`src/sv/ape_pkg.sv`:
```
// Shared types, constants and fixed-point helpers for the axis projection extent block.
`default_nettype none
package ape_pkg;

  // Coordinate format
  localparam int CW        = 32;
  localparam int FRAC_BITS = 16;
  localparam int WIDE      = 2 * CW + 2;

  // Stream widths, rounded up to whole bytes
  localparam int IN_W  = ((3 * CW + 7) / 8) * 8;
  localparam int OUT_W = ((7 * CW + 7) / 8) * 8;

  // Config port
  localparam int CFG_IDX_W = 3;

  // Queue between projection pipeline and extent tracker
  localparam int QUEUE_DEPTH = 4;
  localparam int QUEUE_AW    = $clog2(QUEUE_DEPTH);

  typedef logic signed [CW-1:0]   coord_t;
  typedef logic        [CW-1:0]   ucoord_t;
  typedef logic signed [CW:0]     ext_t;
  typedef logic signed [WIDE-1:0] wide_t;

  localparam coord_t  CMAX  = {1'b0, {(CW - 1){1'b1}}};
  localparam coord_t  CMIN  = {1'b1, {(CW - 1){1'b0}}};
  localparam coord_t  ONE_Q = coord_t'(1 << FRAC_BITS);
  localparam ucoord_t UONE  = ucoord_t'(1 << FRAC_BITS);

  typedef enum logic [CFG_IDX_W-1:0] {
    REG_AXIS_POINT_X = 3'd0,
    REG_AXIS_POINT_Y = 3'd1,
    REG_AXIS_POINT_Z = 3'd2,
    REG_AXIS_DIR_X   = 3'd3,
    REG_AXIS_DIR_Y   = 3'd4,
    REG_AXIS_DIR_Z   = 3'd5,
    REG_INVERSE_NORM = 3'd6
  } reg_idx_t;

  typedef struct packed {
    coord_t  ap_x;
    coord_t  ap_y;
    coord_t  ap_z;
    coord_t  dir_x;
    coord_t  dir_y;
    coord_t  dir_z;
    ucoord_t inv_norm;
  } cfg_t;

  // One projection waiting for the extent tracker
  typedef struct packed {
    coord_t t;
    logic   last;
  } item_t;

  typedef struct packed {
    coord_t height;
    coord_t max_x;
    coord_t max_y;
    coord_t max_z;
    coord_t min_x;
    coord_t min_y;
    coord_t min_z;
  } result_t;

  // Clamp a wide signed value to the coordinate range
  function automatic coord_t sat_w(input wide_t v);
    coord_t r;
    if (v > wide_t'(CMAX)) begin
      r = CMAX;
    end else if (v < wide_t'(CMIN)) begin
      r = CMIN;
    end else begin
      r = v[CW-1:0];
    end
    return r;
  endfunction

  // Fixed-point multiply: exact product, floor shift, clamp
  function automatic coord_t mul_q(input ext_t a, input ext_t b);
    wide_t p;
    p = wide_t'(a) * wide_t'(b);
    return sat_w(p >>> FRAC_BITS);
  endfunction

endpackage
`default_nettype wire

```
`src/sv/ape_queue.sv`:
```
// Small FIFO of projections between the pipeline and the extent tracker.
`default_nettype none
module ape_queue (
  input  wire logic           clk,
  input  wire logic           rst,
  input  wire logic           push,
  input  wire ape_pkg::item_t push_item,
  output logic                full,
  input  wire logic           pop,
  output ape_pkg::item_t      head,
  output logic                empty
);
  import ape_pkg::*;

  item_t                 mem [QUEUE_DEPTH];
  logic [QUEUE_AW-1:0]   wr_ptr;
  logic [QUEUE_AW-1:0]   rd_ptr;
  logic [QUEUE_AW:0]     count;

  assign full  = (count == (QUEUE_AW + 1)'(QUEUE_DEPTH));
  assign empty = (count == '0);
  assign head  = mem[rd_ptr];

  // Pointers and fill count
  always_ff @(posedge clk) begin
    if (rst) begin
      wr_ptr <= '0;
      rd_ptr <= '0;
      count  <= '0;
    end else begin
      if (push) begin
        wr_ptr <= (wr_ptr == QUEUE_AW'(QUEUE_DEPTH - 1)) ? '0 : wr_ptr + 1'b1;
      end
      if (pop) begin
        rd_ptr <= (rd_ptr == QUEUE_AW'(QUEUE_DEPTH - 1)) ? '0 : rd_ptr + 1'b1;
      end
      unique case ({push, pop})
        2'b10:   count <= count + 1'b1;
        2'b01:   count <= count - 1'b1;
        default: count <= count;
      endcase
    end
  end

  // Storage
  always_ff @(posedge clk) begin
    if (push) begin
      mem[wr_ptr] <= push_item;
    end
  end

endmodule
`default_nettype wire

```
`config.mk`:
```
export PLATFORM = sky130hd
export DESIGN_NAME = ape_queue
export DESIGN_NICKNAME = d
export VERILOG_FILES = /design/src/sv/ape_pkg.sv /design/src/sv/ape_queue.sv
export SDC_FILE = /design/constraint.sdc
export NUM_CORES = 1
export LEC_CHECK = 0
export ABC_AREA = 1
export BUFFER_PORTS_ARGS = -buffer_cell sky130_fd_sc_hd__clkbuf_2
export CAP_MARGIN = 20
export CELL_PAD_IN_SITES_DETAIL_PLACEMENT = 2
export CELL_PAD_IN_SITES_GLOBAL_PLACEMENT = 2
export CORE_UTILIZATION = 24
export CTS_CLUSTER_SIZE = 14
export DETAILED_ROUTE_END_ITERATION = 10
export HOLD_SLACK_MARGIN = 0.12
export PLACE_DENSITY_LB_ADDON = 0.1
export SLEW_MARGIN = 20
export SYNTH_ARGS = -nofsm -noshare
export SYNTH_HDL_FRONTEND = slang
export SYNTH_SLANG_ARGS = --single-unit
```
`constraint.sdc`:
```
create_clock -name clk -period 3.27 [get_ports clk]
set_clock_uncertainty 0.05 [all_clocks]
set_input_delay 0.1635 -clock clk [delete_from_list [all_inputs] [get_ports clk]]
set_output_delay 0.1635 -clock clk [all_outputs]
set_load 0.01 [all_outputs]
```
==> results.py, run 1 <==
metrics = {
    "outcome": {
        "run_status": "completed",
    },
    "cells_and_area": {
        "drive_gt1_share_pct": 22.6,
        "final_util_pct": 31.7,
        "area_growth_pct": 29.4,
        "final-instance-count-excl-fill": 781,
        "nets": 532,
        "final_cell_mix": "132 x edfxtp_1, 71 x nor2_1, 71 x clkbuf_2",
        "diodes": 0,
        "mostFrequentLayoutCell": "edfxtp_1",
        "finalInstanceArea_sq_um": 6950,
        "fill_cells": 2346,
    },
    "power_and_ir_drop": {
        "p_leak_nw": 2.51,
        "ir_worst_vdd_uv": 374,
        "switching_share_pct": 22.6,
        "comb_power_share_pct": 9.4,
        "seq_power_share_pct": 45.4,
        "p_clk_share_pct": 45.2,
        "switching_power_mw": 1.04,
        "power_density_nw_per_um2": 661,
        "p_int_mw": 3.55,
    },
    "global_route": {
        "grt_max_degree": 67,
        "grt_pass1_vias": 3837,
        "antenna_found_initial": 0,
        "grt.total_usage_pct": 13.0,
        "grt_pass1_wl_microns": 21500,
        "grt-ovfl-total": 0,
    },
    "critical_path": {
        "crit_fanout": 66,
        "cp_top_family": "buffers and inverters",
        "cp-start-kind": "register",
        "crit_path_end_kind": "primary output",
        "crit_required_ns": 3.06,
        "timing.rr.start": "wr_ptr[0]",
        "critPathBufInv": 2,
        "crit_chain": "buf_4 -> o21ai_0 -> o22ai_1 -> clkbuf_2",
        "crit_type": "reg2out",
        "critPathArrivalTime_ns": 2.05,
        "cp_slowest_cell": "buf_4",
        "critPathMaxStageDelay_ns": 0.57,
    },
    "die": {
        "dieArea_sq_um": 23000,
        "core_sq_um": 21900,
        "start_util_pct": 24.5,
        "rows": 54,
        "dieHeight_microns": 152,
        "die_w_microns": 152,
        "io_pins": 72,
    },
    "clock_network": {
        "clk_pin_slew_ns": 0.06,
        "htreeDepth": 4,
        "cts.repair.resized": 0,
        "cts_made_buffers": 17,
        "worstSkewPairLatency_ns": 0.41,
        "clockBufferDepth": 2,
        "cts_sinks": 141,
        "ctsRootBufferMaster": "clkbuf_16",
        "cts_tree": "yes",
    },
    "timing": {
        "tightest_slew_ns": 0.937,
        "slew_headroom_pct": 37.4,
        "timing.final.max_slew_violations": 0,
        "finalSetupViolations": 0,
        "rsz0062_at_grt": "no",
        "finalWorstSetupSlack_ns": 1.01,
        "fmax_mhz": 442,
        "hold_violations": 0,
        "fin_crit_ns": 2.26,
        "setup_tns_ns": 0,
        "fin_crit_sh_pct": 69.2,
    },
    "placement": {
        "dp_slack_ns": 1.41,
        "place.port_buffers": 71,
        "gp_congestion": 0.644,
        "dpl.hpwl_microns": 7760,
        "place_inst": 714,
        "place_area_sq_um": 5970,
    },
    "synth": {
        "syn_nets": 423,
        "avgSynthCellArea_sq_um": 14.2,
        "synth_area_sq_um": 5370,
        "yosysSeqAreaShare_pct": 77.2,
        "ys_types": 20,
        "synth_cells": 379,
        "ys_seq_elements": 141,
        "synth_warnings": 0,
    },
    "routing": {
        "vias_per_cell": 4.33,
        "firstDrtPassIters": 4,
        "vias": 3380,
        "drt_iter0_markers": 118,
        "postRouteAntennaNets": 0,
        "wl_per_cell_microns": 17.7,
        "routed_wl_microns": 13800,
        "drc": 0,
    },
    "min_path": {
        "hp-class": "in2reg",
        "min-delay-start": "push",
    },
    "run": {
        "max-cap-violations": 0,
    },
}
per-layer routing:
layer | track usage [%] | up-vias | share of wire [%]
li1 | - | 1618 | -
met1 | 15.7 | 1683 | 45
met2 | 22.5 | 60 | 51
met3 | 2.81 | 19 | 2.9
met4 | 4.60 | 0 | 1.6
met5 | 0 | - | 0
layout make-up:
| class | instances | area, sq um | share of cell area (%) |
|---|---|---|---|
| clock buffer | 18 | 429 | 6.18 |
| clock inverter | 14 | 199 | 2.86 |
| inverter | 18 | 67.6 | 0.973 |
| multi-input combinational | 200 | 1000 | 14.5 |
| sequential | 141 | 4150 | 59.7 |
| tap | 280 | 350 | 5.04 |
| timing repair buffer | 110 | 748 | 10.8 |
tightest hold or removal path, stage by stage:
cell	delay (ns)
clkbuf_2	0.13
inv_1	0.15
a21oi_1	0.09
stage by stage:
stage | power, mW | hold WS [ns]
after floorplan | 2.35 | 0.186
after global placement | 2.53 | 0.339
after detailed placement | 2.54 | 0.341
after CTS | 4.67 | 0.122
after global routing | 4.78 | 0.172
final | 4.59 | 0.125
cell families after synthesis:
kind of cell               synth area share, %
DFF                                       77.2
AOI/OAI and AO/OA                         10.8
and+or+nand+nor                           6.11
buffers and inverters                     4.06
adders and majority gates                 1.77
synthesized netlist by cell type:
cell type,number,area share [%]
buf_2,7,0.65
nand2_1,8,0.56
nand4_1,1,0.12
inv_2,2,0.14
buf_4,3,0.42
nand3_1,1,0.093
a21oi_1,5,0.47
o21ai_0,52,4.8
inv_1,16,1.1
o21ai_1,18,1.7
o22ai_1,33,3.8
buf_6,7,1.5
dfxtp_1,9,3.4
fa_1,1,0.37
ha_1,6,1.4
edfxtp_1,132,74
nor2_1,71,5.0
clkbuf_1,1,0.070
nor3_1,4,0.37
clkbuf_2,2,0.19
path summary, 6_finish.rpt:
check / endpoint / slack (ns) / cells after the start
max: head[3] / 1.01 / 4
min: wr_ptr[1] / 0.13 / 3
max reg2reg: mem[3][2] / 1.49 / 3
min reg2reg: count[0] / 0.50 / 2
flip-flops by register name, indices dropped and copies added, names as in the netlist, named ones only:
| register | count |
|---|---|
| count | 3 |
| mem | 132 |
| wr_ptr | 2 |
| rd_ptr | 2 |
power by group through the flow:
stage / logic, mW / clock network [mW] / registers [mW]
after floorplan: 0.232 / 0 / 2.11
after global placement: 0.413 / 0 / 2.12
after detailed placement: 0.417 / 0 / 2.12
after CTS: 0.452 / 2.14 / 2.08
after global routing: 0.491 / 2.20 / 2.09
final: 0.431 / 2.08 / 2.08
timing repair:
action                                 4_1_cts  5_1_grt
setup buffers                                0        0
setup endpoints to repair                    0        0
hold buffers                                35        0
endpoints found under the hold margin      140        0
No activity file was read; power rests on OpenSTA's default activity.
==> inputs of run 2 (changes only) <==
Settings changed: ABC_AREA 1 to 0.
Clock period 3.27 ns to 1.9 ns, I/O delays scaled along.
==> run 2 against run 1 <==
  * Synthesized cell count decreased by 42%
  * Clock power increased by 55%
  * Register-to-register slack got worse by 1.2 ns
  * Combinational power increased by 64%
  * Cell count decreased by 18%
  * Flip-flop and latch count unchanged
  * Critical endpoint is now head[5]
  * Critical path type unchanged
  * Via count decreased by 22%
  * Total power increased by 64%
  * Setup slack got worse by 0.95 ns
==> results.py, run 2 <==
metrics = {
    "power_and_ir_drop": {
        "seq_power_share_pct": 47.7,
        "p_leak_nw": 2.46,
        "p_int_mw": 5.74,
        "power_density_nw_per_um2": 1060,
        "ir_worst_vdd_uv": 501,
        "switching_share_pct": 23.6,
        "switching_power_mw": 1.77,
        "p_total_mw": 7.51,
        "p_clk_share_pct": 42.9,
        "comb_power_share_pct": 9.4,
    },
    "routing": {
        "vias": 2623,
        "firstDrtPassIters": 4,
        "postRouteAntennaNets": 0,
        "drt_iter0_markers": 94,
        "routed_wl_microns": 11400,
        "vias_per_cell": 4.09,
        "drc": 0,
        "wl_per_cell_microns": 17.8,
    },
    "synth": {
        "ys_types": 21,
        "synth_top_area_cell": "edfxtp_1",
        "yosysMostFrequentCell": "edfxtp_1",
        "synth.top_cell.area_share_pct": 75.4,
        "synth_edf_count": 132,
        "yosysSeqAreaShare_pct": 78.8,
        "ys_seq_elements": 141,
        "avgSynthCellArea_sq_um": 23.8,
        "syn_nets": 265,
        "synth_common_cells": "132 x edfxtp_1, 30 x mux4_2, 9 x dfxtp_1",
        "synth_warnings": 0,
        "synth.area.top_cells": "edfxtp_1 75%, mux4_2 13%, dfxtp_1 3.4%",
        "synth_top_flop_cell": "edfxtp_1",
        "synthArstFlopShare_pct": 0,
        "synth_cells": 221,
        "synth_area_sq_um": 5260,
    },
    "critical_path": {
        "crit_chain": "buf_12 -> buf_12 -> mux4_2 -> clkbuf_2",
        "critPathArrivalTime_ns": 1.70,
        "reg2reg_depth": 5,
        "crit_type": "reg2out",
        "r2r_slack_ns": 0.30,
        "crit_required_ns": 1.75,
        "cp_slowest_cell": "mux4_2",
        "cp-start-kind": "register",
        "cpMostUsedCell": "buf_12",
        "timing.rr.end": "count[2]",
        "crit_path_end_kind": "primary output",
        "critPathBufInv": 3,
        "cp_top_family": "multiplexers",
        "timing.rr.start": "count[0]",
        "crit_fanout": 7,
        "critPathMaxStageDelay_ns": 0.50,
    },
    "die": {
        "start_util_pct": 24.8,
        "core_sq_um": 21200,
        "dieHeight_microns": 150,
        "die_w_microns": 150,
        "io_pins": 72,
        "dieArea_sq_um": 22500,
        "rows": 53,
    },
    "timing": {
        "rsz0062_at_grt": "yes",
        "fmax_mhz": 542,
        "setup_tns_ns": 0,
        "finalSetupViolations": 0,
        "slew_headroom_pct": 74.5,
        "timing.final.max_slew_violations": 0,
        "fin_crit_sh_pct": 97.1,
        "tightest_slew_ns": 0.383,
        "fin_crit_ns": 1.84,
        "hold_violations": 0,
    },
    "clock_network": {
        "ctsRootBufferMaster": "clkbuf_16",
        "htreeDepth": 4,
        "clk_pin_slew_ns": 0.07,
        "clockBufferDepth": 2,
        "cts_made_buffers": 17,
        "cts_sinks": 141,
        "cts_tree": "yes",
        "worstSkewPairLatency_ns": 0.41,
    },
    "cells_and_area": {
        "final-instance-count-excl-fill": 642,
        "area_growth_pct": 34.6,
        "seq_area_sq_um": 4150,
        "finalInstanceArea_sq_um": 7080,
        "mostFrequentLayoutCell": "edfxtp_1",
        "max_flop_register": "mem",
        "final_util_pct": 33.3,
        "final_cell_mix": "132 x edfxtp_1, 70 x clkbuf_2, 36 x dlygate4sd3_1",
        "top_regs": "mem: 132 flops, count: 3 flops",
        "multi_input_area_sq_um": 997,
        "drive_gt1_share_pct": 42.2,
        "fill_cells": 2126,
        "nets": 398,
        "largest_reg_flops": 132,
        "diodes": 0,
    },
    "placement": {
        "dpl.hpwl_microns": 7180,
        "place.port_buffers": 71,
        "place_area_sq_um": 6060,
        "place_inst": 571,
        "gp_congestion": 0.640,
    },
    "min_path": {
        "hp-class": "in2reg",
        "min-delay-start": "push_item[30]",
        "min_to": "mem[1][30]",
        "holdPathStages": 2,
    },
    "global_route": {
        "grt-ovfl-total": 0,
        "grt_pass1_vias": 2961,
        "antenna_found_initial": 0,
        "grt_pass1_wl_microns": 17700,
        "grt_max_degree": 23,
        "grt.total_usage_pct": 11.1,
    },
    "outcome": {
        "run_status": "completed",
    },
    "run": {
        "max-cap-violations": 0,
    },
}
[run 2: cell types whose count changed after synthesis, sizes merged, moves of 10 or more]
cell / before / now
o21ai: 70 / 1
nor2: 71 / 7
mux4: 0 / 33
o22ai: 33 / 0
inv: 18 / 7
buf: 17 / 7
[run 2: final cells by class]
class	instances	share of cell area, %
flip-flops and latches	141	58.7
repair buffers	122	13.9
well taps	275	4.86
clock inverters	15	2.14
clock buffers	17	6.01
inverters	7	0.371
multi-input cells	65	14.1
[run 2: cells by family (layout without fill, tap and decap cells)]
group / after synthesis / in the layout / share of synthesized area, %
simple gates: 16 / 16 / 1.59
flops: 141 / 141 / 78.8
buf+inv: 15 / 161 / 2.21
mux: 35 / 35 / 14.7
xor+xnor: 2 / 2 / 0.333
fa+ha+maj: 7 / 7 / 1.81
compound gates: 5 / 5 / 0.476
[run 2: through the flow]
step                hold WS (ns)  worst slack [ns]
finish                     0.389            0.0560
floorplan                  0.114            0.0926
global placement           0.269             0.229
detailed placement         0.273             0.215
global route               0.383           -0.0304
CTS                        0.371           0.00121
[run 2: worst max-delay path by stage]
stage                     slack [ns]  cells after the start   endpoint  startpoint
after global routing           -0.03                      4   head[12]    register
after detailed placement        0.21                      8   count[2]        push
after global placement          0.23                      8   count[2]        push
after CTS                      0.001                      4   head[23]    register
final                           0.06                      4    head[5]    register
after floorplan                 0.09                      2  mem[3][0]   wr_ptr[0]
[run 2: power groups by stage]
stage,Combinational [mW],Clock [mW],Sequential [mW]
2_1_floorplan,0.362,0,3.63
3_3_place_gp,0.643,0,3.65
3_5_place_dp,0.647,0,3.65
4_1_cts,0.740,3.34,3.58
5_1_grt,0.783,3.47,3.59
6_report,0.707,3.23,3.58
[run 2: timing repair]
item	4_1_cts	5_1_grt
pin swaps	0	0
hold endpoints to repair	141	0
endpoints found under the setup margin	6	25
hold buffers	36	0
buffers inserted	4	0
gates resized for setup	2	1
[run 2: layer usage]
| metal | vias to the layer above | track usage [%] | routed length [microns] | part of all wire, % |
|---|---|---|---|---|
| li1 | 1187 | - | - | - |
| met1 | 1369 | 13.6 | 5180 | 45 |
| met2 | 55 | 18.1 | 5650 | 49 |
| met3 | 12 | 3.57 | 466 | 4.1 |
| met4 | 0 | 4.39 | 143 | 1.2 |
| met5 | - | 0 | 0 | 0 |
==> inputs of run 3 (changes only) <==
Settings changed: CORE_MARGIN set to 2.
==> run 3 against run 2 <==
  * Register-to-register slack worse by 0.02 ns
  * Combinational power rose by 2%
  * Cell count is 1.6% higher
  * First-iteration DRC count increased by 7.4%
  * Wire length up 1.6%
  * Critical path depth stayed put
==> results.py, run 3 (same netlist as run 2, synthesis figures left out) <==
metrics = {
    "outcome": {
        "run_status": "completed",
    },
    "placement": {
        "dp_slack_ns": 0.201,
        "dpl.hpwl_microns": 7260,
        "gp_congestion": 0.618,
        "place_area_sq_um": 6030,
        "place.port_buffers": 71,
    },
    "critical_path": {
        "timing.rr.start": "count[0]",
        "reg2reg_depth": 5,
        "cp-start-kind": "register",
        "crit_type": "reg2out",
        "r2r_slack_ns": 0.28,
        "crit_path_end_kind": "primary output",
        "crit_required_ns": 1.75,
        "critPathArrivalTime_ns": 1.74,
        "crit_fanout": 6,
        "timing.rr.end": "count[2]",
    },
    "cells_and_area": {
        "largest_reg_flops": 132,
        "max_flop_register": "mem",
        "finalInstanceArea_sq_um": 7040,
        "drive_gt1_share_pct": 42.7,
        "top_regs": "mem: 132 flops, count: 3 flops",
        "final_cell_mix": "132 x edfxtp_1, 67 x clkbuf_2, 36 x dlygate4sd3_1",
        "mostFrequentLayoutCell": "edfxtp_1",
        "area_growth_pct": 34.0,
        "nets": 403,
        "diodes": 0,
    },
    "global_route": {
        "grt_pass1_vias": 3064,
        "grt_pass1_wl_microns": 18200,
        "antenna_found_initial": 0,
        "grt_max_degree": 22,
        "grt.total_usage_pct": 10.7,
        "grt-ovfl-total": 0,
    },
    "timing": {
        "fin_crit_sh_pct": 99.0,
        "fmax_mhz": 532,
        "hold_slack_ns": 0.383,
        "slew_headroom_pct": 75.6,
        "setup_tns_ns": 0,
        "tightest_slew_ns": 0.367,
        "timing.final.max_slew_violations": 0,
        "hold_violations": 0,
        "fin_crit_ns": 1.88,
        "finalSetupViolations": 0,
        "finalWorstSetupSlack_ns": 0.0194,
        "rsz0062_at_grt": "yes",
    },
    "clock_network": {
        "worstSkewPairLatency_ns": 0.42,
        "clk_pin_slew_ns": 0.06,
        "cts_tree": "yes",
        "ctsRootBufferMaster": "clkbuf_16",
        "cts_sinks": 141,
        "htreeDepth": 4,
        "clockBufferDepth": 2,
        "cts_made_buffers": 17,
    },
    "routing": {
        "postRouteAntennaNets": 0,
        "routed_wl_microns": 11600,
        "vias_per_cell": 4.04,
        "drt_iter0_markers": 101,
        "drc": 0,
        "vias": 2634,
        "firstDrtPassIters": 3,
        "wl_per_cell_microns": 17.8,
    },
    "min_path": {
        "min_to": "mem[0][8]",
        "hp-class": "in2reg",
        "min-delay-start": "push_item[8]",
        "holdPathStages": 2,
    },
    "run": {
        "max-cap-violations": 0,
    },
    "die": {
        "rows": 54,
        "io_pins": 72,
        "core_sq_um": 21700,
        "dieHeight_microns": 152,
        "start_util_pct": 24.2,
        "die_w_microns": 152,
        "dieArea_sq_um": 23100,
    },
    "power_and_ir_drop": {
        "p_leak_nw": 2.44,
        "p_total_mw": 7.40,
        "ir_worst_vdd_uv": 448,
        "power_density_nw_per_um2": 1050,
    },
}
-- run 3: cell count changes in the layout (fill, tap and decap cells not counted), sizes merged --
| cell | before | now |
|---|---|---|
| buf | 16 | 23 |
| inv | 14 | 9 |
| clkinvlp | 2 | 6 |
| clkbuf | 87 | 86 |
-- run 3: worst max path at each step --
stage / slack [ns] / startpoint / endpoint / depth (start not counted)
3_5_place_dp: 0.20 / push / count[2] / 8
6_report: 0.02 / register / head[22] / 4
3_3_place_gp: 0.27 / push / count[2] / 8
5_1_grt: -0.05 / register / head[32] / 4
4_1_cts: -0.08 / register / head[32] / 3
2_1_floorplan: 0.09 / wr_ptr[0] / mem[3][0] / 2
-- run 3: area by class of cell --
cell class	count	area, sq um
clock buffer	18	429
timing repair buffer	127	976
multi-input combinational	65	993
clock inverter	14	120
inverter	7	26.3
sequential	141	4150
fill	2181	14600
tap	280	350
-- run 3: where the power goes --
| group | internal [mW] | switching [mW] |
|---|---|---|
| logic | 0.366 | 0.356 |
| clock network | 1.79 | 1.31 |
| registers | 3.53 | 0.0383 |
-- run 3: stage by stage --
| step | instances | utilization, % |
|---|---|---|
| final | 652 | 32.5 |
| after global routing | 652 | 32.5 |
| after CTS | 647 | 32.0 |
| after detailed placement | 578 | 27.8 |
| after global placement | 578 | 27.8 |
| after floorplan | 221 | - |
-- run 3: worst max-delay path: stages (launching register included) --
cell and delay, ns:
dfxtp_4 0.36, buf_12 0.13, clkbuf_16 0.16, mux4_2 0.49
buf_2 0.15
-- run 3: timing repair --
action | 4_1_cts | 5_1_grt
endpoints found under the hold margin | 141 | 0
hold buffers | 36 | 0
pin swaps | 0 | 0
resized for setup | 2 | 15
setup endpoints to repair | 31 | 28
buffers inserted | 1 | 4
gates cloned | 0 | 1
-- run 3: metal layers --
layer / vias to the layer above / wire (microns) / GRT usage, %
li1: 1192 / - / -
met1: 1377 / 5220 / 13.2
met5: - / 0 / 0
met3: 12 / 443 / 3.14
met4: 0 / 162 / 4.94
met2: 53 / 5800 / 17.3
